## src/design/ita_pkg.sv

```systemverilog
package ita_pkg;

    localparam int unsigned HEX_DIGITS = 16;
    localparam int unsigned DEC_DIGITS = 10;
    localparam int unsigned DEC_BITS   = 32;
    localparam int unsigned VALUE_W    = 64;
    localparam int unsigned CHAR_W     = 7;
    localparam int unsigned REMAIN_W   = 4;
    localparam int unsigned CONV_W     = 5;

    localparam logic [CHAR_W-1:0] CHAR_ZERO  = 7'h30;
    localparam logic [CHAR_W-1:0] CHAR_X     = 7'h78;
    localparam logic [CHAR_W-1:0] CHAR_ALPHA = 7'h37;  // 'A' minus ten

    localparam logic OP_HEX = 1'b0;
    localparam logic OP_DEC = 1'b1;

    typedef enum logic [1:0] {
        ST_IDLE,
        ST_PREFIX,
        ST_CONV,
        ST_EMIT
    } state_t;

    typedef struct packed {
        logic clear;
        logic dabble;
        logic shift;
    } cell_ctrl_t;

    function automatic logic [CHAR_W-1:0] glyph(input logic [3:0] d);
        logic [CHAR_W-1:0] res;
        if (d < 4'd10) begin
            res = CHAR_ZERO + {3'b000, d};
        end else begin
            res = CHAR_ALPHA + {3'b000, d};
        end
        return res;
    endfunction

endpackage

```

## src/design/ita_bcd_cell.sv

```systemverilog
module ita_bcd_cell (
    input  logic               aclk,
    input  ita_pkg::cell_ctrl_t ctrl,
    input  logic               bit_in,
    input  logic [3:0]         digit_in,
    output logic               carry_out,
    output logic [3:0]         digit
);

    logic [3:0] digit_reg;
    logic [3:0] adj;

    // add-3 correction before the doubling step
    assign adj       = (digit_reg >= 4'd5) ? digit_reg + 4'd3 : digit_reg;
    assign carry_out = adj[3];
    assign digit     = digit_reg;

    always_ff @(posedge aclk) begin
        if (ctrl.clear) begin
            digit_reg <= 4'd0;
        end else if (ctrl.dabble) begin
            digit_reg <= {adj[2:0], bit_in};
        end else if (ctrl.shift) begin
            digit_reg <= digit_in;
        end
    end

endmodule

```

## src/design/integer_to_ascii_formatter.sv

```systemverilog
// Formats one number per input beat as ASCII text, one character per output
// beat, with m_tlast on the final character. s_tuser low selects hex ("0x"
// then uppercase digits of all 64 bits, leading zeros dropped, at least one
// digit); s_tuser high selects unsigned decimal of s_tdata[31:0]. One number
// is handled at a time: s_tready is high only while the block is idle. In hex
// each skipped leading zero takes a step, same as a digit, but sends nothing.
// Decimal runs a row of ten BCD digit cells through a shift-and-add-3 pass
// over all 32 bits, then shifts the digits out, zeros first dropped. A low
// m_tready holds the prefix and each digit that is sent until it is taken.
module integer_to_ascii_formatter (
    input  logic        aclk,
    input  logic        aresetn,
    input  logic        s_tvalid,
    output logic        s_tready,
    input  logic [63:0] s_tdata,   // [63:0] number_value
    input  logic        s_tuser,   // [0] opcode
    output logic        m_tvalid,
    input  logic        m_tready,
    output logic [7:0]  m_tdata,   // [6:0] ascii_char, [7] zero pad
    output logic        m_tlast    // last_char
);

    localparam int unsigned ND = ita_pkg::DEC_DIGITS;

    ita_pkg::state_t state_reg, state_next;

    logic [ita_pkg::VALUE_W-1:0]  val_reg, val_next;
    logic [ita_pkg::REMAIN_W-1:0] remain_reg, remain_next;
    logic [ita_pkg::CONV_W-1:0]   conv_reg, conv_next;
    logic                         is_hex_reg, is_hex_next;
    logic                         pfx_reg, pfx_next;
    logic                         started_reg, started_next;
    logic                         m_valid_reg, m_valid_next;
    logic [ita_pkg::CHAR_W-1:0]   m_char_reg, m_char_next;
    logic                         m_last_reg, m_last_next;

    ita_pkg::cell_ctrl_t cell_ctrl;
    logic [ND-1:0]       carry;
    logic [3:0]          digit_chain [ND];

    logic       accept;
    logic       slot_free;
    logic [3:0] cur_digit;
    logic       at_last;
    logic       skip;
    logic       emit_fire;
    logic       prefix_fire;
    logic       digit_adv;

    genvar gi;
    generate
        for (gi = 0; gi < ND; gi++) begin : g_cell
            if (gi == 0) begin : g_first
                ita_bcd_cell u_cell (
                    .aclk      (aclk),
                    .ctrl      (cell_ctrl),
                    .bit_in    (val_reg[ita_pkg::VALUE_W-1]),
                    .digit_in  (4'd0),
                    .carry_out (carry[gi]),
                    .digit     (digit_chain[gi])
                );
            end else begin : g_rest
                ita_bcd_cell u_cell (
                    .aclk      (aclk),
                    .ctrl      (cell_ctrl),
                    .bit_in    (carry[gi-1]),
                    .digit_in  (digit_chain[gi-1]),
                    .carry_out (carry[gi]),
                    .digit     (digit_chain[gi])
                );
            end
        end
    endgenerate

    assign s_tready  = (state_reg == ita_pkg::ST_IDLE);
    assign accept    = s_tvalid && s_tready;
    assign slot_free = !m_valid_reg || m_tready;

    assign cur_digit = is_hex_reg ? val_reg[ita_pkg::VALUE_W-1 -: 4] : digit_chain[ND-1];
    assign at_last   = (remain_reg == '0);
    assign skip      = (state_reg == ita_pkg::ST_EMIT) && (cur_digit == 4'd0)
                       && !started_reg && !at_last;
    assign emit_fire   = (state_reg == ita_pkg::ST_EMIT) && !skip && slot_free;
    assign prefix_fire = (state_reg == ita_pkg::ST_PREFIX) && slot_free;
    assign digit_adv   = skip || emit_fire;

    assign m_tvalid = m_valid_reg;
    assign m_tdata  = {1'b0, m_char_reg};
    assign m_tlast  = m_last_reg;

    // next state
    always_comb begin
        state_next = state_reg;
        case (state_reg)
            ita_pkg::ST_IDLE: begin
                if (accept) begin
                    state_next = (s_tuser == ita_pkg::OP_DEC) ? ita_pkg::ST_CONV
                                                              : ita_pkg::ST_PREFIX;
                end
            end
            ita_pkg::ST_PREFIX: begin
                if (prefix_fire && pfx_reg) begin
                    state_next = ita_pkg::ST_EMIT;
                end
            end
            ita_pkg::ST_CONV: begin
                if (conv_reg == '0) begin
                    state_next = ita_pkg::ST_EMIT;
                end
            end
            ita_pkg::ST_EMIT: begin
                if (emit_fire && at_last) begin
                    state_next = ita_pkg::ST_IDLE;
                end
            end
            default: state_next = ita_pkg::ST_IDLE;
        endcase
    end

    // datapath and outputs
    always_comb begin
        val_next     = val_reg;
        remain_next  = remain_reg;
        conv_next    = conv_reg;
        is_hex_next  = is_hex_reg;
        pfx_next     = pfx_reg;
        started_next = started_reg;
        m_valid_next = m_valid_reg && !m_tready;
        m_char_next  = m_char_reg;
        m_last_next  = m_last_reg;
        cell_ctrl    = '0;

        case (state_reg)
            ita_pkg::ST_IDLE: begin
                if (accept) begin
                    is_hex_next    = (s_tuser == ita_pkg::OP_HEX);
                    // decimal bits leave from the top, so park them there
                    val_next       = (s_tuser == ita_pkg::OP_DEC)
                                     ? {s_tdata[ita_pkg::DEC_BITS-1:0],
                                        {(ita_pkg::VALUE_W - ita_pkg::DEC_BITS){1'b0}}}
                                     : s_tdata;
                    conv_next      = ita_pkg::CONV_W'(ita_pkg::DEC_BITS - 1);
                    pfx_next       = 1'b0;
                    started_next   = 1'b0;
                    cell_ctrl.clear = 1'b1;
                end
            end
            ita_pkg::ST_PREFIX: begin
                if (prefix_fire) begin
                    m_valid_next = 1'b1;
                    m_char_next  = pfx_reg ? ita_pkg::CHAR_X : ita_pkg::CHAR_ZERO;
                    m_last_next  = 1'b0;
                    pfx_next     = 1'b1;
                    remain_next  = ita_pkg::REMAIN_W'(ita_pkg::HEX_DIGITS - 1);
                end
            end
            ita_pkg::ST_CONV: begin
                cell_ctrl.dabble = 1'b1;
                val_next    = {val_reg[ita_pkg::VALUE_W-2:0], 1'b0};
                conv_next   = conv_reg - 1'b1;
                remain_next = ita_pkg::REMAIN_W'(ND - 1);
            end
            ita_pkg::ST_EMIT: begin
                if (digit_adv) begin
                    remain_next = remain_reg - 1'b1;
                    if (is_hex_reg) begin
                        val_next = {val_reg[ita_pkg::VALUE_W-5:0], 4'd0};
                    end else begin
                        cell_ctrl.shift = 1'b1;
                    end
                end
                if (emit_fire) begin
                    m_valid_next = 1'b1;
                    m_char_next  = ita_pkg::glyph(cur_digit);
                    m_last_next  = at_last;
                    started_next = 1'b1;
                end
            end
            default: begin
            end
        endcase
    end

    always_ff @(posedge aclk) begin
        if (!aresetn) begin
            state_reg   <= ita_pkg::ST_IDLE;
            m_valid_reg <= 1'b0;
        end else begin
            state_reg   <= state_next;
            m_valid_reg <= m_valid_next;
        end
    end

    always_ff @(posedge aclk) begin
        val_reg     <= val_next;
        remain_reg  <= remain_next;
        conv_reg    <= conv_next;
        is_hex_reg  <= is_hex_next;
        pfx_reg     <= pfx_next;
        started_reg <= started_next;
        m_char_reg  <= m_char_next;
        m_last_reg  <= m_last_next;
    end

    // a 32-bit value always fits in ten digits
    a_no_overflow: assert property (@(posedge aclk) disable iff (!aresetn)
        (state_reg == ita_pkg::ST_CONV) |-> !carry[ND-1])
        else $error("BCD top cell overflowed");

    a_conv_is_dec: assert property (@(posedge aclk) disable iff (!aresetn)
        (state_reg == ita_pkg::ST_CONV) |-> !is_hex_reg)
        else $error("conversion pass in hex mode");

    a_hex_prefix: assert property (@(posedge aclk) disable iff (!aresetn)
        (accept && (s_tuser == ita_pkg::OP_HEX)) |=> (state_reg == ita_pkg::ST_PREFIX))
        else $error("hex number did not start with prefix");

    a_last_ends: assert property (@(posedge aclk) disable iff (!aresetn)
        (emit_fire && at_last) |=> (state_reg == ita_pkg::ST_IDLE) && m_valid_reg && m_last_reg)
        else $error("last character did not end the number");

    a_dec_remain: assert property (@(posedge aclk) disable iff (!aresetn)
        (state_reg == ita_pkg::ST_EMIT && !is_hex_reg) |-> (remain_reg <= 4'(ND - 1)))
        else $error("decimal digit count out of range");

endmodule
```

## config.mk

```make
export PLATFORM = sky130hd
export DESIGN_NAME = integer_to_ascii_formatter
export DESIGN_NICKNAME = d
export VERILOG_FILES = /design/src/design/ita_pkg.sv /design/src/design/ita_bcd_cell.sv /design/src/design/integer_to_ascii_formatter.sv
export SDC_FILE = /design/constraint.sdc
export NUM_CORES = 1
export LEC_CHECK = 0
export BUFFER_PORTS_ARGS = -buffer_cell sky130_fd_sc_hd__buf_2
export CAP_MARGIN = 20
export CORE_MARGIN = 1.5
export CORE_UTILIZATION = 35
export CTS_CLUSTER_DIAMETER = 120
export DETAILED_ROUTE_END_ITERATION = 10
export SLEW_MARGIN = 5
export SYNTH_ARGS = -nofsm -noshare
export SYNTH_HDL_FRONTEND = slang
export SYNTH_HIERARCHICAL = 1
export SYNTH_SLANG_ARGS = --single-unit
```

## constraint.sdc

```tcl
create_clock -name aclk -period 6.6 [get_ports aclk]
set_input_delay 0 -clock aclk [delete_from_list [all_inputs] [get_ports aclk]]
set_output_delay 0 -clock aclk [all_outputs]
set_load 0.01 [all_outputs]
```

### Word level (Yosys, flattened, before mapping)

Index checks and enable logic that the tools add are counted.

* flip-flop bits (word level): 127
* latch bits: 0
* memory bits (writable): 0
* bits in read-only memories: 0
* input bits: 69
* output and inout port bits: 11
* memories kept: 0

* $add $sub $neg: 14
* $mul: 0
* div/mod/pow operators: 0
* magnitude comparators: 11
* equality and inequality tests: 11
* shift operators: 0
* multiplexer cells: 69
* bitwise operators: 1
* reduce and logical (&&, ||, !) cells: 36

Operators by type and width (number)
* 2-to-1 mux 64 bit: 4
* one-hot mux 64 bit (3 select lines): 1
* 2-to-1 mux 4 bit: 32
* greater-or-equal comparator 4 x 3 -> 1 bit (second input constant): 10
* adder 4 x 2 -> 4 bit (second input constant): 9
* 2-to-1 mux 7 bit: 4
* adder 6 x 4 -> 7 bit (first input constant): 2
* one-hot mux 7 bit (2 select lines): 1
* 2-to-1 mux 1 bit: 13
* one-hot mux 4 bit (3 select lines): 1
* AND reduction 3 bit: 4
* logical AND 1 bit: 10
* 2-to-1 mux 2 bit: 5
* != test 2 bit (second input constant): 5
* one-hot mux 5 bit (2 select lines): 1
* nonzero test 2 bit: 5
* logical NOT 4 bit: 2
* one-hot mux 1 bit (2 select lines): 4
* one-hot mux 2 bit (4 select lines): 1
* AND reduction 4 bit: 2
* != test 2 x 1 -> 1 bit (second input constant): 3
* nonzero test 3 bit: 2
* logical NOT 1 bit: 5
* logical NOT 5 bit: 1
* other kinds (12): 15

### Logic depth before layout (Yosys ltp)

Gate-level depths: netlist of run 1.

* depth after elaboration: 13
* depth in mapped cells: 11
* depth with buffers taken out: 10

### Cells and area by module

The synthesis of run 1 kept the hierarchy.

Modules (own cells, without submodules)
* integer_to_ascii_formatter: times used 1, cells an instance 392, area each 4589.4 um2, sequential area each 2582.5 um2
* ita_bcd_cell: times used 10, cells an instance 35, area each 280.3 um2, sequential area each 80.1 um2

### Worst setup path after synthesis of run 1

No wires, ideal clock.

* kind: register to register
* from: register is_hex_reg
* to: register g_cell[0].g_first.u_cell.digit_reg[0]
* data arrival time: 5.686 ns
* data required time: 6.431 ns
* setup slack: 0.745 ns
* cell stages (with the launch flop): 10
* buffers on the path: 1
* clock period less this slack: 5.855 ns
* cell sequence: edfxtp_1 buf_6 or3_4 a2111oi_4 nor2_1 nor3b_1 mux2i_1 nor2_1 a21oi_1 nor2_1

RTL lines
* start, declared: RTL line integer_to_ascii_formatter.sv:30 `logic is_hex_reg, is_hex_next;`
* start signal, assigned: RTL line integer_to_ascii_formatter.sv:198 `is_hex_reg <= is_hex_next;`
* end signal, assigned: RTL line ita_bcd_cell.sv:22 `digit_reg <= {adj[2:0], bit_in};`
* end signal, assigned: RTL line ita_bcd_cell.sv:24 `digit_reg <= digit_in;`
* end, declared: RTL line ita_bcd_cell.sv:10 `logic [3:0] digit_reg;`

==> summary.txt, run 1 <==
R2R Setup Slk -> 3.44 ns
crit start category -> register
Syn Area/Cell -> 9.99 µm²
I/O Pins -> 80
worst hold start -> s_tdata[12]
worst hold stages -> 3
Routed Antenna Nets -> 0
die height -> 148 µm
NumNets Final -> 962
end-of-flow core utilization -> 0.450
first-pass GRT wire length -> 30,100 µm
TritonCTS Buffers -> 17
Final Hold Viols -> 0
Core ar. -> 20,400 µm²
via/cell ratio -> 5.33
Largest register FFs -> 64
Buffers on Ports -> 78
Die ar. -> 21,900 µm²
clk slew on worst S/H paths -> 0.06 ns
fin. max-slew vios -> 0
Reg2Reg Launch Point -> is_hex_reg$_DFFE_PP_
H-tree levels -> 4
RePlAce Congestion -> 0.833
Skew-Pair Late Insertion Delay -> 0.42 ns
DP Worst Slack -> 3.44 ns
hold slack -> 0.0203 ns
r2r endpoint -> g_cell[7].g_rest.u_cell/digit[0]$_SDFFE_PP0P_
DRC Markers -> 0
post-DP HPWL -> 12,100 µm
Pre-antenna DRT Iters -> 8
clk_skew -> 0.0124 ns
Syn-to-layout area delta -> 24.6%
Die W -> 148 µm
CTS Sinks -> 127
setup bufs post-CTS -> 0
CP arrival -> 3.47 ns
Area after DPL -> 8000 µm²
gr ovfl total -> 0
max_slew headroom -> 0.306
largest net degree at the start of global routing -> 110
GR Util met1 -> 0.253
Period minus WS final -> 3.16 ns
TritonCTS clock tree -> done
initial antenna violation count -> 1
gr usage total -> 0.175
VDD IR max -> 0.189 mV
Most Crowded Layer GR -> met2
Iter 0 DRT Violations -> 683
Tcrit/Tclk final -> 0.479
YS warnings -> 6
# rows -> 52
Max Root-Sink Buffers -> 2
vias in the first global route -> 5,725
pwr dens -> 390 nW/µm²
Least-Margin Pin Slew -> 1.04 ns
Final setup viols -> 0
crit path max fanout -> 50
share of post-route cells with drive strength above 1 -> 0.162
Fmax -> 316 MHz
critical path class -> reg -> reg
setup TNS -> 0 ns
Post-Syn Instances -> 738
Post-CTS Resized -> 0
Routed wire per std cell -> 16.4 µm
Req. time, crit path -> 6.91 ns
RSZ-0062 raised after global routing -> no
GR Util met3 -> 0.0420
Hold Path Sink -> val_reg[12]$_DFFE_PP_
status -> finished clean
Cell Area, Synth -> 7370 µm²
DRT Wirelength -> 18,800 µm
Global Route met2 Usage -> 0.255
Final WS setup -> 3.44 ns
via count -> 6,126
initial core utilization -> 0.361
Post-CTS Hold Fix Bufs -> 58
R2R depth -> 11
post-route cell area -> 9190 µm²
clk root buf -> clkbuf_16
Worst Setup End Kind -> register
Hold Crit Class -> in -> reg
Pleak -> 3.39 nW
number of max-cap violations -> 0
-- worst max-delay path by stage --
stage	start	to	depth (start not counted)
final	is_hex_reg$_DFFE_PP_	g_cell[7].g_rest.u_cell/digit[0]$_SDFFE_PP0P_	11
after global routing	is_hex_reg$_DFFE_PP_	g_cell[7].g_rest.u_cell/digit[0]$_SDFFE_PP0P_	11
after CTS	is_hex_reg$_DFFE_PP_	g_cell[7].g_rest.u_cell/digit[0]$_SDFFE_PP0P_	11
after detailed placement	is_hex_reg$_DFFE_PP_	g_cell[1].g_rest.u_cell/digit[0]$_SDFFE_PP0P_	11
after global placement	is_hex_reg$_DFFE_PP_	g_cell[0].g_first.u_cell/digit[0]$_SDFFE_PP0P_	11
after floorplan	is_hex_reg$_DFFE_PP_	g_cell[0].g_first.u_cell/digit[0]$_SDFFE_PP0P_	9
-- per-stage QoR --
step                cells  power [mW]
floorplan             742        2.31
global placement     1057        2.59
detailed placement   1057        2.61
CTS                  1147        3.58
global route         1149        3.81
finish               1149        3.58
-- power breakdown --
group	internal (mW)	leakage, nW	switching [mW]
Clock	0.560	0.274	0.380
Sequential	1.29	1.16	0.241
Combinational	0.417	1.96	0.693
Total	2.26	3.39	1.31
-- metal layers --
metal	share of wire	vias up
li1	-	3032
met1	0.47	2848
met2	0.44	224
met3	0.068	22
met4	0.017	0
met5	0	-
-- final cells by class --
type                            instances  area [µm²]
Antenna cell                            1        2.50
Clock buffer                           17         425
Clock inverter                         15         160
Fill cell                            1913       11200
Inverter                               48         180
Multi-Input combinational cell        526        3640
Sequential cell                       127        3380
Tap cell                              270         338
Timing Repair Buffer                  145        1050
-- worst max-delay path, cell delays in order (launching register included) --
cell and delay, ns:
edfxtp_1 0.63, mux2i_1 0.45, ha_1 0.22, inv_1 0.06, a2111oi_4 0.31, nor2_1 0.10
nor3b_2 0.16, buf_4 0.55, mux2i_1 0.26, nor2_1 0.06, a21oi_1 0.16, nor2_1 0.06
-- cells in the final DEF, fill, tap and decap left out, types with 11 or more instances in the layout --
cell type / n
edfxtp_1: 84
a22oi_1: 40
a21oi_1: 35
inv_1: 48
buf_2: 78
dlygate4sd3_1: 58
nor3b_1: 11
o21a_1: 13
nand2_1: 70
clkbuf_16: 17
o21ai_0: 75
ha_1: 26
dfxtp_1: 43
nand2b_1: 12
a222oi_1: 20
nor2_1: 49
mux2i_1: 58
Power figures use the tool's default switching activity.
==> run 2: changes to the inputs <==
- clock period: 6.6 -> 2.9 ns (I/O delays scaled with it)
==> summary.txt, run 2 (synthesis gave the netlist of run 1 again) <==
vias in the first global route -> 6,107
share of post-route cells with drive strength above 1 -> 0.168
DRT Wirelength -> 18,900 µm
crit start category -> register
fill count -> 1,950
most frequent cells in the layout -> edfxtp_1, buf_2, nand2_1
Die W -> 148 µm
initial core utilization -> 0.361
pwr dens -> 887 nW/µm²
gr ovfl total -> 0
via/cell ratio -> 5.34
H-tree levels -> 4
GR Util met3 -> 0.0433
Pre-antenna DRT Iters -> 9
clk_skew -> 0.00728 ns
Post-CTS Hold Fix Bufs -> 62
Max Root-Sink Buffers -> 2
setup TNS -> 0 ns
critical path class -> reg -> reg
end-of-flow core utilization -> 0.458
Routed Antenna Nets -> 0
Pleak -> 3.47 nW
GR Util met1 -> 0.232
Final setup viols -> 0
Tcrit/Tclk final -> 0.935
largest net degree at the start of global routing -> 194
die height -> 148 µm
RSZ-0062 raised after global routing -> no
Most Crowded Layer GR -> met2
most common cell after layout, fill and taps aside -> edfxtp_1
gr usage total -> 0.179
status -> finished clean
NumNets Final -> 975
CP arrival -> 2.84 ns
setup bufs post-CTS -> 0
Global Route met2 Usage -> 0.290
Skew-Pair Late Insertion Delay -> 0.42 ns
number of max-cap violations -> 0
I/O Pins -> 80
r2r endpoint -> val_reg[1]$_DFFE_PP_
via count -> 6,207
DRC Markers -> 0
crit path max fanout -> 21
hold slack -> 0.0230 ns
CTS Sinks -> 127
Fmax -> 369 MHz
clk slew on worst S/H paths -> 0.06 ns
TritonCTS clock tree -> done
worst hold start -> s_tdata[19]
crit path launch -> is_hex_reg$_DFFE_PP_
fin. max-slew vios -> 0
post-DP HPWL -> 12,300 µm
Die ar. -> 21,900 µm²
# rows -> 52
Post-CTS Resized -> 0
Syn-to-layout area delta -> 26.9%
RePlAce Congestion -> 0.853
R2R Setup Slk -> 0.19 ns
R2R depth -> 8
Worst Setup End Kind -> register
first-pass GRT wire length -> 31,000 µm
max_slew headroom -> 0.510
Routed wire per std cell -> 16.2 µm
Largest register FFs -> 64
Core ar. -> 20,400 µm²
Iter 0 DRT Violations -> 465
clk root buf -> clkbuf_16
Req. time, crit path -> 3.03 ns
Final Hold Viols -> 0
worst hold stages -> 3
Hold Path Sink -> val_reg[19]$_DFFE_PP_
Buffers on Ports -> 78
Period minus WS final -> 2.71 ns
Least-Margin Pin Slew -> 0.735 ns
TritonCTS Buffers -> 17
Hold Crit Class -> in -> reg
Reg2Reg Launch Point -> is_hex_reg$_DFFE_PP_
initial antenna violation count -> 1
VDD IR max -> 0.620 mV
-- run 2: cell count changes in the layout (fill, tap and decap cells not counted), sizes merged --
cell / delta
clkinvlp: -2
inv: -1
buf: +9
dlygate4sd3: +4
clkinv: +3
-- run 2: worst max-delay path: stages, from the launching register on --
cell and delay (ns):
edfxtp_1 0.56, mux2i_2 0.36, ha_1 0.21, inv_1 0.06, a2111oi_4 0.20, buf_4 0.18
o21ai_2 0.07, a211oi_4 0.52, buf_12 0.24
-- run 2: metal layers --
layer	vias up	routed length, µm
met5	-	0
met4	0	433
met3	25	1060
met2	183	8760
met1	2941	8600
li1	3058	-
-- run 2: how the worst max path moves through the flow --
| stage | end | slack [ns] | depth (start not counted) |
|---|---|---|---|
| final | val_reg[1]$_DFFE_PP_ | 0.19 | 8 |
| after CTS | val_reg[61]$_DFFE_PP_ | 0.17 | 8 |
| after detailed placement | val_reg[0]$_DFFE_PP_ | 0.20 | 8 |
| after floorplan | val_reg[0]$_DFFE_PP_ | -0.69 | 5 |
| after global routing | g_cell[4].g_rest.u_cell/digit[0]$_SDFFE_PP0P_ | 0.01 | 11 |
| after global placement | val_reg[0]$_DFFE_PP_ | 0.19 | 8 |
-- run 2: layout make-up --
type,count,area [µm²],share of cell area
Timing Repair Buffer,158,1220,0.131
Sequential cell,127,3380,0.362
Tap cell,270,338,0.0361
Clock inverter,15,144,0.0154
Antenna cell,1,2.50,0.000268
Clock buffer,17,425,0.0455
Inverter,48,180,0.0193
Multi-Input combinational cell,526,3660,0.391
-- run 2: report_power, final --
group / leakage, nW / switching, mW / internal (mW)
logic: 2.04 / 1.62 / 1.12
registers: 1.16 / 0.553 / 2.92
clock network: 0.272 / 0.820 / 1.26
-- run 2: metrics by stage --
| step | std cells | worst slack, ns | cell area [µm²] | total power, mW |
|---|---|---|---|---|
| 2_1_floorplan | 742 | -0.691 | 7410 | 5.27 |
| 3_3_place_gp | 1067 | 0.194 | 8160 | 6.14 |
| 3_5_place_dp | 1067 | 0.201 | 8160 | 6.16 |
| 4_1_cts | 1161 | 0.169 | 9350 | 8.33 |
| 5_1_grt | 1162 | 0.0141 | 9350 | 8.82 |
| 6_report | 1162 | 0.188 | 9350 | 8.29 |
